[src/design/bhs_ram.sv]
`timescale 1ns / 1ps
module bhs_ram #(
    parameter int WIDTH = 8,
    parameter int DEPTH = 16
) (
    input  logic                     clk,
    input  logic                     we,
    input  logic [$clog2(DEPTH)-1:0] waddr,
    input  logic [WIDTH-1:0]         wdata,
    input  logic [$clog2(DEPTH)-1:0] raddr,
    output logic [WIDTH-1:0]         rdata
);
    logic [WIDTH-1:0] mem [DEPTH];

    always_ff @(posedge clk)
    begin
        if (we)
        begin
            mem[waddr] <= wdata;
        end
        rdata <= mem[raddr];
    end
endmodule
[config.mk]
export PLATFORM = sky130hd
export DESIGN_NAME = bhs_ram
export DESIGN_NICKNAME = d
export VERILOG_FILES = /design/src/design/bhs_ram.sv
export SDC_FILE = /design/constraint.sdc
export NUM_CORES = 1
export LEC_CHECK = 0
export BUFFER_PORTS_ARGS = -buffer_cell sky130_fd_sc_hd__buf_2
export CAP_MARGIN = 20
export CORE_UTILIZATION = 25
export DETAILED_ROUTE_END_ITERATION = 12
export GPL_TIMING_DRIVEN = 0
export HOLD_SLACK_MARGIN = 0.02
export PLACE_DENSITY = 0.47
export SYNTH_ARGS = -nofsm -noshare
export SYNTH_HDL_FRONTEND = slang
export SYNTH_SLANG_ARGS = --single-unit
[constraint.sdc]
create_clock -name clk -period 1.5 [get_ports clk]
set_input_delay 0.075 -clock clk [delete_from_list [all_inputs] [get_ports clk]]
set_output_delay 0.075 -clock clk [all_outputs]
set_load 0.1 [all_outputs]
==> summary.md, run 1 <==
| Metric | Value |
|---|---|
| # IOs | 26 |
| Worst-path clk slew | 0.06 ns |
| Async set-or-reset flop fraction in the synthesized netlist | 0% |
| Max VDD drop | 0.819 mV |
| Layout cells sized above 1 | 31.9% |
| Routability cong. | 0.777 |
| Post-synth EDFFs | 128 |
| Clock Path Buffers | 2 |
| CP arrival | 1.78 ns |
| Layout Area Growth over Synthesis | 21.3% |
| Relative slew slack | 43.9% |
| Initial antenna violation count | 0 |
| CTS root buffer | clkbuf_16 |
| Netlist cell types | 19 |
| Htree depth | 4 |
| Number of hold buffers added after CTS | 0 |
| CP Capture Type | register |
| Slew Viols, Final | 0 |
| Fillers | 1,951 |
| Worst slack, placed | -0.329 ns |
| Syn nets | 247 |
| Clock Latency Late Sink | 0.42 ns |
| Multi-input logic area | 1080 um2 |
| Worst-path fanout max | 1 |
| WL per Instance | 20.0 um |
| Port Buffers | 24 |
| Fmax achieved | 677 MHz |
| Yosys warnings | 0 |
| Post-Synthesis Cells | 229 |
| Clock Skew | 0.00804 ns |
| Vias in the first global route | 2,543 |
| Worst-margin pin slew | 0.839 ns |
| Cell-internal power | 7.00 mW |
| Register area | 4000 um2 |
| CTS Buf Count | 17 |
| Slowest stage cell on the critical path | mux4_1 |
| Iter 0 DRT Violations | 255 |
| Fin crit share | 98.5% |
| Cell Area, Synth | 5150 um2 |
| WS Path Type | register to register |
| Ys flop type | edfxtp_1 |
| # Post-CTS Setup Buffers | 0 |
| Startpoint Class | register |
| Synth Register Bits | 136 |
| Most common cell after layout, fill and taps aside | edfxtp_1 |
| Antenna Cells | 0 |
| RSZ-0062 raised after global routing | no |
| Largest net degree at the start of global routing | 17 |
| Die Ht | 145 um |
| Total grt overflow | 0 |
| Sw Pwr | 2.02 mW |
| Detailed Routing Iterations Pass 1 | 4 |
| CTS tree | done |
| Chip width | 145 um |
| Leakage | 2.04 nW |
| Total die area | 21,200 um2 |
| Starting density of the core | 25.4% |
| Worst endpoint required time | 1.80 ns |
| Leading cell types in the layout, fill and taps excluded | edfxtp_1, buf_2, mux4_2, clkbuf_16 |
| MaxCap Viol Count | 0 |
| Combinational power share | 6.8% |
| Post-synth top area share | 74.7% |
| Min cycle time layout | 1.48 ns |
| Power per Cell Area | 1450 nW/um2 |
| Total negative slack | 0 ns |
| Area contributors post-synth | edfxtp_1, mux4_2, mux4_1, dfxtp_1, a22oi_1 |
| Vias | 2,454 |
| GR Util All Layers | 11.5% |
| Fin worst setup slack | 0.0220 ns |
| Clk sink count | 136 |
| Aggregate routed wire length | 11.2 mm |
| Util after Layout | 30.8% |
| Core Area | 20,200 um2 |
| FP Rows | 52 |
| Hold Path Class | primary input to register |
| Vias/cell | 4.40 |
| Sequential share of power | 47.3% |
| Setup violations, final | 0 |
| Register area share after synthesis | 77.8% |
| Yosys top cell by area | edfxtp_1 |
| Synthesized area per cell | 22.5 um2 |
| Slowest cell delay on critical path | 0.55 ns |
| DR DRC count | 0 |
| CP cell instances | mux4_1 -> a22oi_1 -> nand2_1 |
| Final Hold Vio Count | 0 |
| Fin nets | 293 |
| First-pass GRT wire length | 16.6 mm |
| Detail Route Antenna Nets | 0 |
| DP Wirelength | 7.14 mm |
| Clock power frac | 45.9% |
| Run status | finished, final reports clean |
| Switch share | 22.4% |
cell type report:
type / instances / area share [%]
multi-input cells: 83 / 17.3
repair buffers: 27 / 2.29
clock buffers: 22 / 7.60
well taps: 270 / 5.41
flip-flops and latches: 136 / 64.1
plain buffers: 10 / 1.38
clock inverters: 10 / 1.90
registers in the layout, summed over array words and instances, names as in the netlist:
signal and flops:
rdata 8, mem 128
critical path: cells and delay by family, from the launching register on:
family / cells / cell delay [ns]
flops: 1 / 0.34
compound gates: 1 / 0.38
simple gates: 1 / 0.09
mux: 1 / 0.55
metal layers:
metal  share of wire, %  up-vias  GRT usage, %
met5                  0        -             0
met4                2.3        0          6.16
met3                7.5       20          3.13
met2                 46       85          16.9
met1                 44     1283          15.3
li1                   -     1066             -
timing repair:
item                                    in CTS  in global routing
gates resized for setup                      2                  3
endpoints found under the setup margin       2                  3
pin swaps                                    0                  1
worst paths after layout:
check                                start          to  slack [ns]  cells after the start
worst max-delay path             mem[1][3]    rdata[3]        0.02                      3
worst min register to register  mem[14][1]    rdata[1]        0.68                      3
worst max register to register   mem[1][3]    rdata[3]        0.02                      3
worst min-delay path              wdata[6]  mem[14][6]        0.07                      1
per-stage QoR:
step	power (mW)	area (um2)	hold WS (ns)	std cells
2_1_floorplan	4.75	5150	0.174	229
3_3_place_gp	4.95	5610	0.490	523
3_5_place_dp	4.96	5630	0.501	526
4_1_cts	9.10	6240	0.0498	558
5_1_grt	9.28	6240	0.0619	558
6_report	9.03	6240	0.0684	558
power by group through the flow:
stage / clock network, mW / registers [mW] / logic [mW]
floorplan: 0 / 4.53 / 0.216
global placement: 0 / 4.34 / 0.608
detailed placement: 0 / 4.35 / 0.616
CTS: 4.21 / 4.27 / 0.621
global route: 4.36 / 4.28 / 0.649
finish: 4.14 / 4.27 / 0.617
cell usage after synthesis (2+ instances only):
cell type / number
dfxtp_1: 8
nand2_1: 9
buf_6: 3
nand2b_1: 2
clkdlybuf4s25_2: 3
edfxtp_1: 128
nor2_1: 13
a22oi_1: 16
buf_2: 3
nand3b_1: 2
mux4_1: 14
nor3_1: 4
mux4_2: 18
kinds of logic after synthesis:
kind of cell	Yosys count	share of synthesized area, %
and+or+nand+nor	35	3.18
DFF	136	77.8
AOI/OAI and AO/OA	16	2.33
muxes	32	15.0
buffers and inverters	10	1.68
Note: power is estimated with default switching activity, not from simulation.
==> run 2: changes to the inputs <==
--- a/config.mk
+++ b/config.mk
@@ -12,6 +12,7 @@
 export GPL_TIMING_DRIVEN = 0
 export HOLD_SLACK_MARGIN = 0.02
 export PLACE_DENSITY = 0.47
+export REMOVE_ABC_BUFFERS = 1
 export SYNTH_ARGS = -nofsm -noshare
 export SYNTH_HDL_FRONTEND = slang
 export SYNTH_SLANG_ARGS = --single-unit
==> constraint.sdc (replaced) <==
create_clock -name clk -period 1.5 [get_ports clk]
set_input_delay 0.225 -clock clk [delete_from_list [all_inputs] [get_ports clk]]
set_output_delay 0.225 -clock clk [all_outputs]
set_load 0.1 [all_outputs]
==> summary.md, run 2 (synthesized netlist as in run 1, its figures left out) <==
| Metric | Value |
|---|---|
| CP arrival | 1.75 ns |
| R2R Path Start | mem[2][5] |
| CP bufs+invs | 0 |
| # IOs | 26 |
| Number of hold buffers added after CTS | 0 |
| Slowest stage cell on the critical path | mux4_1 |
| Leading cell types in the layout, fill and taps excluded | edfxtp_1, buf_2, mux4_2, clkbuf_16, mux4_1 |
| Total die area | 21,200 um2 |
| FP Rows | 52 |
| Worst-path clk slew | 0.06 ns |
| Largest regs | mem: 128 flops, rdata: 8 flops |
| Antenna Cells | 0 |
| Leakage | 2.01 nW |
| WS Path Type | register to register |
| Most common cell after layout, fill and taps aside | edfxtp_1 |
| R2R setup slack | 0.02 ns |
| Relative slew slack | 33.7% |
| Util after Layout | 30.7% |
| Largest net degree at the start of global routing | 33 |
| Worst hold slack | 0.215 ns |
| MaxCap Viol Count | 0 |
| Layout cells sized above 1 | 30.7% |
| Clock Skew | 0.00805 ns |
| Vias | 2,390 |
| Fmax achieved | 678 MHz |
| Hold path cells | 1 |
| Tot Pwr | 9.15 mW |
| Worst-path fanout max | 1 |
| RSZ-0062 raised after global routing | no |
| Initial antenna violation count | 0 |
| Fin crit share | 98.3% |
| Chip width | 145 um |
| Worst endpoint required time | 1.78 ns |
| Slew Viols, Final | 0 |
| Clock Path Buffers | 2 |
| DP Wirelength | 6.65 mm |
| Starting density of the core | 25.4% |
| Run status | finished, final reports clean |
| Fin worst setup slack | 0.0249 ns |
| Max VDD drop | 0.741 mV |
| Die Ht | 145 um |
| Min cycle time layout | 1.48 ns |
| CTS tree | done |
| Detail Route Antenna Nets | 0 |
| Min-delay src | wdata[0] |
| First-pass GRT wire length | 16.4 mm |
| Setup violations, final | 0 |
| Iter 0 DRT Violations | 131 |
| Clk sink count | 136 |
| Clock Latency Late Sink | 0.41 ns |
| CTS root buffer | clkbuf_16 |
| Crit-path leading delay family | multiplexers |
| Placed cell area | 5560 um2 |
| Routability cong. | 0.688 |
| Aggregate routed wire length | 10.9 mm |
| Final Cell Area | 6220 um2 |
| Worst-margin pin slew | 0.991 ns |
| Max FFs per register | 128 |
| Worst Hold Endpoint | mem[4][0] |
| Vias/cell | 4.37 |
| Total grt overflow | 0 |
| RR Endpoint | rdata[5] |
| Fin nets | 282 |
| CP cell instances | mux4_1 -> a22oi_1 -> nand2_1 |
| Startpoint Class | register |
| Port Buffers | 25 |
| CTS Buf Count | 17 |
| Power per Cell Area | 1470 nW/um2 |
| Final Hold Vio Count | 0 |
| Layout Area Growth over Synthesis | 20.8% |
| Worst r2r path cells | 3 |
| WL per Instance | 19.9 um |
| CP Capture Type | register |
| Worst slack, placed | -0.697 ns |
| Core Area | 20,200 um2 |
| Hold Path Class | primary input to register |
| Htree depth | 4 |
| Vias in the first global route | 2,596 |
| Biggest register | mem |
| Detailed Routing Iterations Pass 1 | 4 |
| GR Util All Layers | 11.1% |
| Slowest cell delay on critical path | 0.49 ns |
| DR DRC count | 0 |
## run 2: cell count changes in the layout (fill, tap and decap cells not counted), moves of 3 or more
cell	change
buf_2	-4
buf_4	-3
clkbuf_8	-3
clkdlybuf4s25_2	-3
nor2_1	-3
nor2_2	+3
nor3_1	-3
## run 2: worst max path at each step
stage               startpoint         to  cells after the start
detailed placement    raddr[0]   rdata[2]                      5
finish               mem[2][5]   rdata[5]                      3
floorplan             waddr[2]  mem[0][0]                      2
global placement      waddr[2]  mem[0][3]                      3
global route         mem[2][0]   rdata[0]                      3
CTS                  mem[1][1]   rdata[1]                      3
## run 2: routing by layer
| metal | global-route usage, % | wire (um) | vias up |
|---|---|---|---|
| li1 | - | - | 1048 |
| met1 | 15.2 | 5100 | 1258 |
| met2 | 16.1 | 4990 | 79 |
| met3 | 4.42 | 680 | 5 |
| met4 | 3.68 | 97 | 0 |
| met5 | 0 | 0 | - |
## run 2: layout make-up
type / instances / area, um2
Clock inverter: 13 / 178
Sequential cell: 136 / 4000
Tap cell: 270 / 338
Fill cell: 1953 / 14000
Multi-Input combinational cell: 83 / 1110
Timing Repair Buffer: 26 / 154
Clock buffer: 19 / 433
## run 2: repair_timing
| item | in CTS | in global routing |
|---|---|---|
| gates resized for setup | 8 | 3 |
| buffers inserted | 0 | 0 |
| setup endpoints to repair | 38 | 4 |
## run 2: metrics by stage
stage / instances / TNS (ns)
CTS: 547 / 0
global route: 547 / 0
global placement: 514 / -57.04
floorplan: 219 / -1.74
detailed placement: 515 / -43.11
finish: 547 / 0
## run 2: report_power, final
part	switching, mW	total (mW)	internal (mW)
sequential	0.0198	4.27	4.25
combinational	0.427	0.589	0.162
clock	1.52	4.29	2.77
## run 2: worst reg2reg max path, stage by stage, from the launching register on
cell and delay [ns]:
edfxtp_1 0.37, mux4_1 0.49, a22oi_1 0.37, nand2_1 0.13
==> run 3: changes to the inputs <==
--- a/config.mk
+++ b/config.mk
@@ -7,6 +7,7 @@
 export LEC_CHECK = 0
 export BUFFER_PORTS_ARGS = -buffer_cell sky130_fd_sc_hd__buf_2
 export CAP_MARGIN = 20
+export CORE_ASPECT_RATIO = 1.1
 export CORE_UTILIZATION = 25
 export DETAILED_ROUTE_END_ITERATION = 12
 export GPL_TIMING_DRIVEN = 0
==> summary.md, run 3 (synthesized netlist as in run 1, its figures left out) <==
| Metric | Value |
|---|---|
| Clock Path Buffers | 2 |
| CTS tree | done |
| Run status | finished, violations left |
| Largest net degree at the start of global routing | 33 |
| Chip width | 139 um |
| Placed cell area | 5540 um2 |
| Clock Latency Late Sink | 0.41 ns |
| Failing checks | DRC |
| Vias | 2,394 |
| Clock Skew | 0.00500 ns |
| Worst-margin pin slew | 0.988 ns |
| Startpoint Class | register |
| Slew Viols, Final | 0 |
| Layout Area Growth over Synthesis | 18.4% |
| Layout cells sized above 1 | 28.5% |
| Vias/cell | 4.53 |
| Core Area | 20,000 um2 |
| CP Capture Type | register |
| Final Hold Vio Count | 0 |
| Worst hold slack | 0.210 ns |
| Power per Cell Area | 1400 nW/um2 |
| CTS root buffer | clkbuf_16 |
| Util after Layout | 30.5% |
| # IOs | 26 |
| MaxCap Viol Count | 0 |
| Worst endpoint required time | 1.77 ns |
| Vias in the first global route | 2,537 |
| Worst-path clk slew | 0.06 ns |
| Met2 GRT Util | 16.7% |
| CP arrival | 1.73 ns |
| First-pass GRT wire length | 16.4 mm |
| Biggest register | mem |
| # Post-CTS Setup Buffers | 0 |
| Routability cong. | 0.663 |
| Hold path cells | 1 |
| DR DRC count | 1 |
| Aggregate routed wire length | 11.1 mm |
| Number of hold buffers added after CTS | 0 |
| Final Cell Area | 6090 um2 |
| Starting density of the core | 25.7% |
| Iter 0 DRT Violations | 132 |
| Hold Path Class | primary input to register |
| Max FFs per register | 128 |
| Met3 Use GR | 3.58% |
| Most common cell after layout, fill and taps aside | edfxtp_1 |
| Fin nets | 282 |
| Critical path startpoint | mem[3][4] |
| Antenna Cells | 0 |
| Die Ht | 152 um |
| Fmax achieved | 689 MHz |
| Relative slew slack | 33.9% |
| WL per Instance | 21.0 um |
| Min-delay src | wdata[5] |
| Max VDD drop | 0.896 mV |
| Min cycle time layout | 1.45 ns |
| Leakage | 1.97 nW |
| Worst r2r path cells | 3 |
| WS Path Type | register to register |
| Detailed Routing Iterations Pass 1 | 8 |
| GR Util All Layers | 11.3% |
| Port Buffers | 25 |
| CTS Buf Count | 17 |
| Fin crit share | 96.8% |
| Clk sink count | 136 |
| FP Rows | 54 |
| Detail Route Antenna Nets | 0 |
| GR peak layer | met2 |
| Met1 Track Usage GR | 15.4% |
| Total die area | 21,200 um2 |
| Setup violations, final | 0 |
| Worst-path fanout max | 1 |
| Largest regs | mem: 128 flops, rdata: 8 flops |
| DP Wirelength | 6.78 mm |
| Leading cell types in the layout, fill and taps excluded | edfxtp_1, buf_2, mux4_2, clkbuf_16 |
| Initial antenna violation count | 0 |
| Htree depth | 4 |
| Total grt overflow | 0 |
| R2R Path Start | mem[3][4] |
[run 3: cell types whose count changed in the layout (fill, tap and decap cells not counted), sizes merged]
cell and delta:
bufinv -3, inv -1, clkbuf -2, clkinv +6
[run 3: worst paths after layout]
kind	endpoint	slack (ns)
worst max-delay path	rdata[4]	0.05
worst min-delay path	mem[6][5]	0.21
worst max register to register	rdata[4]	0.05
worst min register to register	rdata[1]	0.66
[run 3: area by class of cell]
type	instances	area, um2
clock inverters	15	92.6
fillers	1958	13900
clock buffers	17	425
multi-input cells	83	1100
flip-flops and latches	136	4000
repair buffers	26	154
well taps	252	315
[run 3: layer usage]
metal / wire (um) / up-vias
met2: 5090 / 71
met1: 5290 / 1271
met3: 596 / 9
met4: 125 / 0
li1: - / 1043
met5: 0 / -
[run 3: worst max-delay path, cell delays in order, from the launching register on]
cell and delay (ns):
edfxtp_1 0.35, mux4_2 0.50, a22oi_1 0.31, nand2_1 0.15
[run 3: report_power, final]
| part | leakage (nW) | total (mW) | switching (mW) | internal, mW |
|---|---|---|---|---|
| sequential | 1.22 | 4.27 | 0.0181 | 4.25 |
| combinational | 0.490 | 0.584 | 0.423 | 0.161 |
| clock | 0.256 | 3.68 | 1.47 | 2.21 |
| total | 1.97 | 8.53 | 1.91 | 6.62 |
[run 3: metrics by stage]
| stage | cells | TNS, ns | worst slack (ns) | total power, mW |
|---|---|---|---|---|
| final | 529 | 0 | 0.0481 | 8.53 |
| after global routing | 529 | -0.00139 | -0.00139 | 8.77 |
| after CTS | 529 | 0 | 0.0121 | 8.60 |
| after detailed placement | 497 | -48.72 | -0.647 | 4.93 |
| after global placement | 496 | -62.40 | -0.976 | 4.91 |
| after floorplan | 219 | -1.74 | -0.218 | 4.70 |
[run 3: what timing repair did]
item,CTS,global route
pin swaps,0,0
resized for setup,6,4
setup endpoints to repair,40,12
